### config.mk
export PLATFORM = sky130hd
export DESIGN_NAME = rstk_ctrl
export DESIGN_NICKNAME = d
export VERILOG_FILES = /design/src/rtl/core/rstk_pkg.sv /design/src/rtl/core/rstk_ctrl.sv
export SDC_FILE = /design/constraint.sdc
export NUM_CORES = 1
export LEC_CHECK = 0
export ABC_CLOCK_PERIOD_IN_PS = 5200
export BUFFER_PORTS_ARGS = -buffer_cell sky130_fd_sc_hd__buf_4
export CORE_ASPECT_RATIO = 0.8
export CORE_MARGIN = 8
export CORE_UTILIZATION = 50
export DETAILED_ROUTE_END_ITERATION = 10
export PLACE_DENSITY = 0.86
export RECOVER_POWER = 25
export SYNTH_ARGS = -nofsm -noshare
export SYNTH_HDL_FRONTEND = slang
export SYNTH_SLANG_ARGS = --single-unit
### constraint.sdc
create_clock -name clk -period 5.2 [get_ports clk]
set_input_delay 1.56 -clock clk [delete_from_list [all_inputs] [get_ports clk]]
set_output_delay 1.56 -clock clk [all_outputs]
set_load 0.01 [all_outputs]
### src/rtl/core/rstk_pkg.sv
// Shared types and constants of the retransmit slot tracker.
// No dependencies; imported by every module of the block except rstk_ram.
`timescale 1ns / 1ps
package rstk_pkg;

	localparam logic [1:0] CMD_SEND  = 2'd0;
	localparam logic [1:0] CMD_ACK   = 2'd1;
	localparam logic [1:0] CMD_OTHER = 2'd2;
	localparam logic [1:0] CMD_TICK  = 2'd3;

	localparam logic [3:0] KIND_SENT      = 4'd0;
	localparam logic [3:0] KIND_FULL      = 4'd1;
	localparam logic [3:0] KIND_NOT_EST   = 4'd2;
	localparam logic [3:0] KIND_REDUNDANT = 4'd3;
	localparam logic [3:0] KIND_ACKED     = 4'd4;
	localparam logic [3:0] KIND_ACTIVITY  = 4'd5;
	localparam logic [3:0] KIND_RESEND    = 4'd6;
	localparam logic [3:0] KIND_HEARTBEAT = 4'd7;
	localparam logic [3:0] KIND_DEAD      = 4'd8;
	localparam logic [3:0] KIND_SCAN_DONE = 4'd9;

	localparam logic [1:0] REG_IS_SERVER = 2'd0;
	localparam logic [1:0] REG_LINK      = 2'd1;
	localparam logic [1:0] REG_DEAD      = 2'd2;
	localparam logic [1:0] REG_HEARTBEAT = 2'd3;

	localparam logic [31:0] DEAD_RESET      = 32'd3600000;
	localparam logic [31:0] HEARTBEAT_RESET = 32'd240000;
	localparam logic [31:0] RTT_RESET       = 32'd20;
	// ceil(2^37 / 5): exact floor division by five for any sum below 2^35.
	localparam logic [34:0] RECIP5_MUL      = 35'h6_6666_6667;
	localparam int          RECIP5_SH       = 37;
	localparam int          DIV_W           = 35;
	localparam int          TIME_W          = 48;

	// Source of the slot_index field of an item.
	typedef enum logic [1:0] {
		SLOT_ZERO,
		SLOT_IDX,
		SLOT_ACK
	} slot_sel_t;

	typedef struct packed {
		logic      latch;
		logic      idx_from_ptr;
		logic      idx_step;
		logic      alloc;
		logic      mod_start;
		logic      mod_rd;
		logic      sample_cap;
		logic      sum_start;
		logic      ack_fin;
		logic      gap_cap;
		logic      dead_clr;
		logic      scan_init;
		logic      scan_rd;
		logic      scan_wr;
		logic      emit;
		logic [3:0] kind;
		slot_sel_t slot_sel;
		logic      last;
	} rstk_cmd_t;

	typedef struct packed {
		logic [1:0] cmd;
		logic       link;
		logic       full;
		logic       idx_busy;
		logic       ack_busy;
		logic       div_busy;
		logic       dead_hit;
		logic       hb_hit;
		logic       scan_hit;
		logic       idx_last;
		logic       can_emit;
	} rstk_stat_t;

endpackage

### src/rtl/core/rstk_ctrl.sv
// Controller state machine of the retransmit slot tracker.
// Depends on rstk_pkg; drives rstk_dp through command and status structs.
`timescale 1ns / 1ps
module rstk_ctrl
	import rstk_pkg::*;
(
	input  logic       clk,
	input  logic       arst_n,
	input  logic       in_valid,
	output logic       in_ready,
	input  rstk_stat_t stat,
	output rstk_cmd_t  cmd
);
	typedef enum logic [4:0] {
		ST_IDLE, ST_DISP,
		ST_S_CHK, ST_S_SCAN,
		ST_A_MOD, ST_A_MODW, ST_A_CHK, ST_A_SUM, ST_A_DIVW, ST_A_FIN, ST_A_EMIT,
		ST_O_EMIT,
		ST_T_GAP, ST_T_DEC, ST_T_RD, ST_T_CMP, ST_T_END
	} state_t;

	state_t state_q, state_d;

	always_ff @(posedge clk or negedge arst_n) begin
		if (!arst_n) begin
			state_q <= ST_IDLE;
		end else begin
			state_q <= state_d;
		end
	end

	assign in_ready = (state_q == ST_IDLE);

	always_comb begin
		cmd = '0;
		cmd.slot_sel = SLOT_ZERO;
		state_d = state_q;
		case (state_q)
			ST_IDLE: begin
				if (in_valid) begin
					cmd.latch = 1'b1;
					state_d = ST_DISP;
				end
			end
			ST_DISP: begin
				case (stat.cmd)
					CMD_SEND:  state_d = ST_S_CHK;
					CMD_ACK:   state_d = ST_A_MOD;
					CMD_OTHER: state_d = ST_O_EMIT;
					default:   state_d = ST_T_GAP;
				endcase
			end
			ST_S_CHK: begin
				if (!stat.link || stat.full) begin
					cmd.kind = stat.link ? KIND_FULL : KIND_NOT_EST;
					cmd.last = 1'b1;
					if (stat.can_emit) begin
						cmd.emit = 1'b1;
						state_d = ST_IDLE;
					end
				end else begin
					cmd.idx_from_ptr = 1'b1;
					state_d = ST_S_SCAN;
				end
			end
			ST_S_SCAN: begin
				// A free slot exists, so this walk ends within one lap.
				if (stat.idx_busy) begin
					cmd.idx_step = 1'b1;
				end else if (stat.can_emit) begin
					cmd.alloc = 1'b1;
					cmd.emit = 1'b1;
					cmd.kind = KIND_SENT;
					cmd.slot_sel = SLOT_IDX;
					cmd.last = 1'b1;
					state_d = ST_IDLE;
				end
			end
			ST_A_MOD: begin
				cmd.mod_start = 1'b1;
				state_d = ST_A_MODW;
			end
			ST_A_MODW: begin
				if (!stat.div_busy) begin
					cmd.mod_rd = 1'b1;
					state_d = ST_A_CHK;
				end
			end
			ST_A_CHK: begin
				if (stat.ack_busy) begin
					cmd.sample_cap = 1'b1;
					state_d = ST_A_SUM;
				end else begin
					cmd.kind = KIND_REDUNDANT;
					cmd.last = 1'b1;
					if (stat.can_emit) begin
						cmd.emit = 1'b1;
						state_d = ST_IDLE;
					end
				end
			end
			ST_A_SUM: begin
				cmd.sum_start = 1'b1;
				state_d = ST_A_DIVW;
			end
			ST_A_DIVW: begin
				if (!stat.div_busy) begin
					state_d = ST_A_FIN;
				end
			end
			ST_A_FIN: begin
				cmd.ack_fin = 1'b1;
				state_d = ST_A_EMIT;
			end
			ST_A_EMIT: begin
				cmd.kind = KIND_ACKED;
				cmd.slot_sel = SLOT_ACK;
				cmd.last = 1'b1;
				if (stat.can_emit) begin
					cmd.emit = 1'b1;
					state_d = ST_IDLE;
				end
			end
			ST_O_EMIT: begin
				cmd.kind = KIND_ACTIVITY;
				cmd.last = 1'b1;
				if (stat.can_emit) begin
					cmd.emit = 1'b1;
					state_d = ST_IDLE;
				end
			end
			ST_T_GAP: begin
				cmd.gap_cap = 1'b1;
				state_d = ST_T_DEC;
			end
			ST_T_DEC: begin
				if (stat.dead_hit || stat.hb_hit) begin
					cmd.kind = stat.dead_hit ? KIND_DEAD :
						(stat.link ? KIND_HEARTBEAT : KIND_NOT_EST);
					cmd.last = 1'b1;
					if (stat.can_emit) begin
						cmd.emit = 1'b1;
						cmd.dead_clr = stat.dead_hit;
						state_d = ST_IDLE;
					end
				end else begin
					cmd.scan_init = 1'b1;
					state_d = ST_T_RD;
				end
			end
			ST_T_RD: begin
				cmd.scan_rd = 1'b1;
				state_d = ST_T_CMP;
			end
			ST_T_CMP: begin
				cmd.kind = KIND_RESEND;
				cmd.slot_sel = SLOT_IDX;
				// An overdue slot on a live link holds here until its item can go out.
				if (!(stat.scan_hit && stat.link) || stat.can_emit) begin
					cmd.scan_wr = stat.scan_hit;
					cmd.emit = stat.scan_hit && stat.link;
					if (stat.idx_last) begin
						state_d = ST_T_END;
					end else begin
						cmd.idx_step = 1'b1;
						state_d = ST_T_RD;
					end
				end
			end
			ST_T_END: begin
				cmd.kind = KIND_SCAN_DONE;
				cmd.last = 1'b1;
				if (stat.can_emit) begin
					cmd.emit = 1'b1;
					state_d = ST_IDLE;
				end
			end
			default: state_d = ST_IDLE;
		endcase
	end
endmodule

# --- After elaboration in Yosys (flattened, before gate mapping) ---
# Cells that the tools add are included.
totals:
  register_bits: 5
  input_bits: 15
  word_cells: 86
classes:
  eq_ne: 23
  muxes: 52
  n_reduce_logical: 10
op_table:
  columns: ["operator", "count"]
  rows:
  - ["5-bit one-hot mux with 15 select lines", 1]
  - ["5-bit 2-to-1 mux", 13]
  - ["5-bit by 4-bit equality test with 1-bit output (second input constant)", 8]
  - ["5-bit one-hot mux with 8 select lines", 1]
  - ["1-bit 2-to-1 mux", 26]
  - ["5-bit by 3-bit equality test with 1-bit output (second input constant)", 4]
  - ["8-bit 2-to-1 mux", 2]
  - ["4-bit one-hot mux with 3 select lines", 1]
  - ["5-bit by 2-bit equality test with 1-bit output (second input constant)", 2]
  - ["2-bit inequality test (second input constant)", 5]
  - ["2-bit 2-to-1 mux", 3]
  - ["2-bit one-hot mux with 3 select lines", 1]
  - ["5-bit by 1-bit equality test with 1-bit output (second input constant)", 1]
  - ["5-bit equality test (second input constant)", 1]
  - ["5-bit logical NOT", 1]
  - ["1-bit one-hot mux with 5 select lines", 1]
  - ["5-bit AND reduction", 1]
  - ["4-bit 2-to-1 mux", 1]
  - ["1-bit logical OR", 3]
  - ["3-bit 2-to-1 mux", 1]
  - ["3-bit OR reduction", 1]
  - ["2-bit by 1-bit equality test with 1-bit output (second input constant)", 1]
  - ["2-bit equality test (second input constant)", 1]
  - ["1-bit logical NOT", 2]
  - ["other kinds (3)", 3]

# --- Logic depth before layout (Yosys ltp) ---
# Gate-level depths: netlist of run 1.
logic_depth:
  depth_word: 5
  depth_mapped: 8
  depth_no_buf: 5

# --- Worst setup path after synthesis of run 1 ---
# Ideal clock, no wire load.
synth_timing:
  kind: "input port to output port"
  start: "input stat[0] (netlist bit)"
  end: "output cmd[7] (netlist bit)"
  arrival_time_ps: 2561
  required_ps: 3640
  path_slack_ps: 1079
  path_stages: 4
  path_buffers: 0
  cell_sequence: "inv_1 nor4_2 or4_4 o21a_1"
synth_lines:
  columns: ["item", "line", "text"]
  rows:
  - ["start: declaration", "rstk_ctrl.sv:11", "input rstk_stat_t stat,"]
  - ["end: declaration", "rstk_ctrl.sv:12", "output rstk_cmd_t cmd"]

==> results.toml, run 1 <==
[clock_network]
post_cts_buffers = 0
cts_buffers = 3
postCtsHoldBufs = 0
clock_path_buffers = 2
cts_resized = 0
cts.htree.levels = 1
cts_tree = "yes"
clkLatencyLatePin_ns = 0.25
cts_root_buffer = "clkbuf_4"
clk_pin_slew_ns = 0.04
cts.sinks = 5

[sta]
setup_ws_ns = 0.7530
post-route-period-util = 0.8552
fmax_ghz = 0.2249
report.final.slew_viol_count = 0
worstMarginPinSlew_ns = 0.7671
relSlewSlack = 0.4886
fin_skew_ns = 0.006052
setup_viol = 0
grt_setup_unrepaired = "no"
fin_crit_ns = 4.447
hold_viol_final = 0
fin_tns_setup_ns = 0

[worst_setup_path]
startpoint = "stat[0]"
reg2reg_slack_ns = 2.82
startpoint_type = "input port"
r2r-start = "state_q[2]"
critPathBufInv = 3
crit_fanout = 7
ff2ff_path_depth = 4
critPathArrivalTime_ns = 2.89
crit_type = "input port to output pin"
r2r_end = "state_q[3]"
required_ns = 3.64
crit_path_end = "cmd[7]"
cp_slowest_cell = "or4_4"
critPathTopFamily = "simple AND/OR/NAND/NOR gates"
cp.depth = 6
cp-end-kind = "output pin"
path_cells = "clkbuf_1 -> inv_1 -> nor4_2 -> or4_4 -> o21a_1 -> buf_4"
critPathMaxStageDelay_ns = 0.55

[logic_synthesis]
async_flop_share = 1.000
syn_area_per_cell_um2 = 6.882
synth.yosys.seq_area_share = 0.1318
synthCells = 138
ys_ff_latch = 5
ys_types = 46
yosysTopAreaCell = "dfrtp_1"
synth_top_area_share = 0.1318
syn_area_um2 = 949.7
synth_warnings = 0
synthFlopType = "dfrtp_1"
synth_area_leaders = "dfrtp_1 13%, nor2_1 6.7%, nor3_1 5.3%"
syn-num-nets = 153
synth_edf_count = 0

[place]
dp_slack_ns = 0.8143
port_buffers = 37
gp_congestion = 0.8607
placed_area_um2 = 1184
hpwl_um = 2337

[routing]
drc = 0
vias_per_cell = 6.152
vias = 1175
avgRoutedWirePerCell_um = 16.36
dr.pass1.iters = 4
antenna_left = 0
drtIter0Drc = 89
drt_wl_total_um = 3124

[die]
chipWidth_um = 64.73
core_um2 = 1839
rows = 14
die_area_um2 = 3559
die_y_um = 54.98
ios = 38
start_util = 0.5163

[cells_and_area]
area_delta_synth_final_pct = 25.43
design_area_um2 = 1191
antenna_cells = 0
largest_reg_flops = 5
drive_gt1_frac = 0.2695
regMostFlops = "state_q"
largestRegisters = "state_q: 5 flops"
finalNetCount = 183

[global_routing]
grt.overflow.total = 0
grtUsageTotal = 0.1750
grt_max_degree = 28
grt_pass1_vias = 1057
grt_first_pass_wirelength_um = 4954
antenna_found_initial = 0

[hold_path]
min_path_cells = 2
hold_path.class = "flop to flop"

[power]
p_leak_nw = 0.5582
irDropWorstVdd_uv = 377.4
cellPowerDensity_nw_per_um2 = 473.4

[flow_run]
cap_violations = 0

[run_status]
status = "finished clean"
[worst min-delay path by stage]
| stage | endpoint | from | slack [ns] |
|---|---|---|---|
| after detailed placement | state_q[2] | state_q[2] | 0.85 |
| after CTS | state_q[2] | state_q[2] | 0.86 |
| final | state_q[2] | state_q[2] | 0.88 |
| after floorplan | state_q[1] | state_q[2] | 0.73 |
| after global placement | state_q[2] | state_q[2] | 0.83 |
| after global routing | state_q[4] | state_q[4] | 0.94 |
[worst register-to-register path: cells and delay by family, from the launching register on]
family          cells  cell delay, ns
simple gates        2            0.63
mux                 1            0.37
flops               1            0.76
compound gates      1            0.51
[placed cells by master, fill, tap and decap left out, types with 4 or more instances in the layout]
master | Yosys | routed
buf_4 | 1 | 35
nand2_1 | 9 | 9
nand3_1 | 8 | 8
o211ai_1 | 5 | 6
o21ai_0 | 6 | 6
dfrtp_1 | 5 | 5
inv_1 | 6 | 6
a21oi_1 | 5 | 5
nand2b_1 | 7 | 7
nor2_1 | 17 | 17
nor2b_1 | 4 | 4
nor3b_1 | 4 | 4
nor3_1 | 10 | 10
[per-layer routing]
| metal | vias to the layer above | wire [µm] | global-route usage |
|---|---|---|---|
| li1 | 569 | - | - |
| met1 | 531 | 1352 | 0.2295 |
| met2 | 71 | 1393 | 0.2768 |
| met3 | 4 | 348 | 0.05433 |
| met4 | 0 | 29 | 0.04332 |
| met5 | - | 0 | 0 |
[area by class of cell]
type | count | area, µm²
well taps | 24 | 30.03
repair buffers | 37 | 270.3
inverters | 6 | 22.52
multi-input cells | 115 | 716.9
clock buffers | 4 | 26.28
flip-flops and latches | 5 | 125.1
fillers | 180 | 648.1
[where the power goes]
part	leakage, nW	internal, mW	switching, mW
Sequential	0.0636	0.0541	0.0894
Combinational	0.480	0.178	0.198
Clock	0.0150	0.0290	0.0160
Total	0.558	0.261	0.303
[cells in the mapped netlist, types with 4 or more instances]
master    instances
nor2b_1           4
a21oi_1           5
dfrtp_1           5
nor3_1           10
nor3b_1           4
nand2_1           9
o211ai_1          5
o21ai_0           6
nand3_1           8
buf_2             8
nor2_1           17
nand2b_1          7
inv_1             6
[metrics by stage]
step / std cells / util / power (mW) / hold slack, ns
after detailed placement: 187 / 0.6435 / 0.5165 / 0.8457
after CTS: 191 / 0.6578 / 0.5645 / 0.8595
after global placement: 187 / 0.6435 / 0.5094 / 0.8318
after global routing: 191 / 0.6476 / 0.6152 / 0.9450
after floorplan: 138 / - / 0.4138 / 0.7289
final: 191 / 0.6476 / 0.5639 / 0.8784
[cells by family after synthesis]
| family | Yosys count | share of synthesized area |
|---|---|---|
| simple gates | 79 | 0.4809 |
| compound gates | 33 | 0.2530 |
| buf+inv | 18 | 0.1014 |
| flops | 5 | 0.1318 |
| mux | 3 | 0.03294 |
No activity file was read; power rests on OpenSTA's default activity.
==> inputs of run 2 (changes only) <==
- CORE_UTILIZATION: 50 -> 25
- PLACE_DENSITY: 0.86 -> 0.51
==> results.toml, run 2 (same netlist as run 1, synthesis figures left out) <==
[cells_and_area]
regMostFlops = "state_q"
largestRegisters = "state_q: 5 flops"
area_delta_synth_final_pct = 30.04
multi_input_area_um2 = 716.9
most-common-layout-cells = "35 x buf_4, 17 x nor2_1, 10 x nor3_1"
antenna_cells = 0
fillerInstances = 415
finalNetCount = 183
final_common_cell = "buf_4"
drive_gt1_frac = 0.2695
seq_area_um2 = 125.1
largest_reg_flops = 5

[power]
cellPowerDensity_nw_per_um2 = 479.4
irDropWorstVdd_uv = 165.2
p_leak_nw = 0.5660
power_mw = 0.5920

[place]
gp_congestion = 0.8452
hpwl_um = 2609
dp_slack_ns = 0.7875
port_buffers = 37

[die]
die_area_um2 = 6039
core_um2 = 3729
start_util = 0.2547
ios = 38
die_y_um = 71.13
chipWidth_um = 84.91
rows = 20

[clock_network]
clkLatencyLatePin_ns = 0.22
cts_tree = "yes"
post_cts_buffers = 0
cts.sinks = 5
postCtsHoldBufs = 0
cts.htree.levels = 1
cts_buffers = 3
cts_root_buffer = "clkbuf_8"
clk_pin_slew_ns = 0.04
clock_path_buffers = 2
cts_resized = 0

[sta]
fin_tns_setup_ns = 0
post-route-period-util = 0.8641
fin_crit_ns = 4.493
hold_viol_final = 0
relSlewSlack = 0.4834
grt_setup_unrepaired = "no"
worstMarginPinSlew_ns = 0.7749
setup_ws_ns = 0.7069
report.final.slew_viol_count = 0
fmax_ghz = 0.2226
setup_viol = 0
fin_skew_ns = 0.001096

[worst_setup_path]
cp-end-kind = "output pin"
critPathArrivalTime_ns = 2.93
crit_fanout = 7
crit_type = "input port to output pin"
required_ns = 3.64
startpoint_type = "input port"

[global_routing]
grt_first_pass_wirelength_um = 5520
grt_max_degree = 28
grt.overflow.total = 0
grtUsageTotal = 0.1092
grt_pass1_vias = 1092
antenna_found_initial = 0

[flow_run]
cap_violations = 0

[routing]
antenna_left = 0
drt_wl_total_um = 3467
vias_per_cell = 5.493
drc = 0
avgRoutedWirePerCell_um = 16.43
drtIter0Drc = 113
dr.pass1.iters = 4
vias = 1159

[hold_path]
hold_path.class = "flop to flop"

[run_status]
status = "finished clean"
-- run 2: cell counts in the layout (fill, tap and decap cells not counted) --
Identical to the previous run, type by type.
-- run 2: path summary, 6_finish.rpt --
kind / startpoint / end / slack, ns / depth (start not counted)
max: stat[0] / cmd[7] / 0.71 / 6
min: state_q[2] / state_q[2] / 0.89 / 2
max reg2reg: state_q[2] / state_q[3] / 2.82 / 4
min reg2reg: state_q[2] / state_q[2] / 0.89 / 2
max in group asynchronous: arst_n / state_q[3] / 3.80 / 1
min in group asynchronous: arst_n / state_q[1] / 1.18 / 1
-- run 2: through the flow --
| step | utilization | hold WS (ns) | instance area, µm² | instances |
|---|---|---|---|---|
| final | 0.3312 | 0.8899 | 1235 | 211 |
| after global routing | 0.3312 | 0.9619 | 1235 | 211 |
| after CTS | 0.3362 | 0.8741 | 1254 | 211 |
| after detailed placement | 0.3242 | 0.8673 | 1209 | 207 |
| after global placement | 0.3242 | 0.8664 | 1209 | 207 |
| after floorplan | - | 0.7289 | 949.7 | 138 |
-- run 2: power by group --
group	switching [mW]	total (mW)	leakage (nW)	internal [mW]
clock network	0.0207	0.0735	0.0228	0.0528
registers	0.0934	0.147	0.0636	0.0541
logic	0.193	0.371	0.480	0.178
total	0.307	0.592	0.566	0.285
-- run 2: routing by layer --
| metal | share of wire | global-route usage | up-vias |
|---|---|---|---|
| met5 | 0 | 0 | - |
| met4 | 0 | 0.01772 | 0 |
| li1 | - | - | 560 |
| met3 | 0.093 | 0.04167 | 0 |
| met1 | 0.49 | 0.1529 | 546 |
| met2 | 0.42 | 0.1534 | 53 |
-- run 2: critical path, cell delays in order --
cell	delay, ns
clkbuf_1	0.16
inv_1	0.21
nor4_2	0.10
or4_4	0.55
o21a_1	0.20
buf_4	0.14
-- run 2: layout make-up --
| cell class | count | area share |
|---|---|---|
| Timing Repair Buffer | 37 | 0.2188 |
| Tap cell | 44 | 0.04458 |
| Multi-Input combinational cell | 115 | 0.5805 |
| Inverter | 6 | 0.01824 |
| Clock buffer | 4 | 0.03647 |
| Sequential cell | 5 | 0.1013 |
==> inputs of run 3 (changes only) <==
- ABC_AREA: default -> 1
- PLACE_DENSITY: 0.51 -> 0.52
==> results.toml, run 3 <==
[run_status]
status = "finished clean"

[clock_network]
cts.sinks = 5
clkLatencyLatePin_ns = 0.22
cts_root_buffer = "clkbuf_8"
cts.htree.levels = 1
cts_tree = "yes"
clock_path_buffers = 2
cts_resized = 0
post_cts_buffers = 0
postCtsHoldBufs = 0
clk_pin_slew_ns = 0.03
cts_buffers = 3

[cells_and_area]
largestRegisters = "state_q: 5 flops"
drive_gt1_frac = 0.2624
most-common-layout-cells = "45 x nand2_1, 35 x buf_4, 32 x nor2_1"
final_common_cell = "nand2_1"
fillerInstances = 393
largest_reg_flops = 5
finalNetCount = 218
area_delta_synth_final_pct = 40.20
regMostFlops = "state_q"
fin_cells = 244
antenna_cells = 0

[worst_setup_path]
required_ns = 3.64
crit_type = "input port to output pin"
critPathArrivalTime_ns = 2.52
path_cells = "buf_4 -> inv_1 -> nor2_1 -> nand2_1 -> o21ai_0 -> nor2_1 -> nand4_1 -> buf_4"
startpoint_type = "input port"
crit_fanout = 8
cp_slowest_cell = "inv_1"
cp-end-kind = "output pin"
critPathMaxStageDelay_ns = 0.20

[logic_synthesis]
synth_compound_area_frac = 0.09798
synth.area.mux_share = 0
synth-simple-area-share = 0.6138
syn_area_um2 = 868.3
synth_edf_count = 0
synth_warnings = 0
synthFlopType = "dfrtp_1"
syn-num-nets = 178
synthAdderAreaFrac = 0
ys_types = 25
syn_area_per_cell_um2 = 5.327
synthCells = 163
ys_ff_latch = 5
post-synth-top-count-cell = "nand2_1"
synth_area_leaders = "nand2_1 19%, dfrtp_1 14%, nor2_1 13%"
yosysTopAreaCell = "nand2_1"
synth_top_family_by_area = "simple AND/OR/NAND/NOR gates"
async_flop_share = 1.000
synth.yosys.seq_area_share = 0.1441
synth-xor-area-share = 0
synth_top_area_share = 0.1945
synthTopCellsByCount = "45 x nand2_1, 31 x nor2_1, 23 x inv_1"

[power]
irDropWorstVdd_uv = 110.5
cellPowerDensity_nw_per_um2 = 401.2
p_int_mw = 0.2288
pwr-share-clk = 0.144
p_leak_nw = 0.7271
p_comb_frac = 0.686
swShare = 0.5316
power_switching_mw = 0.2597
power_frac_seq = 0.170

[sta]
post-route-period-util = 0.7854
setup_viol = 0
fin_crit_ns = 4.084
hold_viol_final = 0
fin_tns_setup_ns = 0
relSlewSlack = 0.7793
fmax_ghz = 0.2448
worstMarginPinSlew_ns = 0.3298
hold_ws_ns = 0.5993
report.final.slew_viol_count = 0
fin_skew_ns = 0.002410
grt_setup_unrepaired = "no"

[die]
ios = 38
die_area_um2 = 5627
start_util = 0.2572
die_y_um = 68.72
rows = 19
chipWidth_um = 81.89
core_um2 = 3376

[place]
placedCellCount = 240
gp_congestion = 0.9147
port_buffers = 37
hpwl_um = 2729

[global_routing]
grt.overflow.total = 0
grt_pass1_vias = 1090
grt_first_pass_wirelength_um = 5188
grt_max_degree = 12
antenna_found_initial = 0
grtUsageTotal = 0.1178

[routing]
drc = 0
avgRoutedWirePerCell_um = 12.87
dr.pass1.iters = 4
antenna_left = 0
vias_per_cell = 4.738
vias = 1156
drt_wl_total_um = 3141
drtIter0Drc = 127

[hold_path]
hold_path.class = "flop to flop"

[flow_run]
cap_violations = 0
## run 3: path summary, 6_finish.rpt
path / startpoint / end / slack (ns) / depth (start not counted)
setup / recovery: stat[0] / cmd[7] / 1.12 / 8
hold / removal: state_q[0] / state_q[0] / 0.60 / 2
setup reg to reg: state_q[4] / state_q[3] / 3.49 / 11
hold reg to reg: state_q[0] / state_q[0] / 0.60 / 2
max in group asynchronous: arst_n / state_q[1] / 3.81 / 1
min in group asynchronous: arst_n / state_q[3] / 1.18 / 1
## run 3: cell families (layout without fill, tap and decap cells)
group	count (synthesis)	in the layout
AND/OR/NAND/NOR	114	114
buffers and inverters	31	70
AO/OA/AOI/OAI	13	13
flip-flops	5	5
## run 3: through the flow
step           instance area (µm²)    util  power [mW]  setup WS, ns
5_1_grt                       1217  0.3606      0.5412         1.002
2_1_floorplan                868.3       -      0.2998         1.277
6_report                      1217  0.3606      0.4885         1.116
3_3_place_gp                  1182  0.3503      0.4287         1.138
3_5_place_dp                  1182  0.3503      0.4200         1.125
4_1_cts                       1227  0.3636      0.4953         1.115
## run 3: critical path: cells and delay by family
family          cells  cell delay [ns]
buf+inv             3             0.49
compound gates      1             0.07
simple gates        4             0.38
## run 3: metal layers
metal | global-route usage | wire, µm | vias up
li1 | - | - | 596
met1 | 0.1588 | 1490 | 510
met2 | 0.1731 | 1318 | 50
met3 | 0.04016 | 332 | 0
met4 | 0.03493 | 0 | 0
met5 | 0 | 0 | -
## run 3: final cells by class
type	count	area [µm²]	share of cell area
timing repair buffer	37	270.3	0.2220
sequential	5	125.1	0.1028
inverter	29	108.9	0.08941
tap	42	52.55	0.04317
clock buffer	4	45.04	0.03700
multi-input combinational	127	615.6	0.5057
## run 3: power by group through the flow
stage          Clock, mW  Combinational (mW)  Sequential, mW
2_1_floorplan          0               0.223          0.0769
4_1_cts           0.0730               0.340          0.0824
3_3_place_gp           0               0.346          0.0827
6_report          0.0703               0.335          0.0829
5_1_grt           0.0775               0.377          0.0863
3_5_place_dp           0               0.337          0.0828
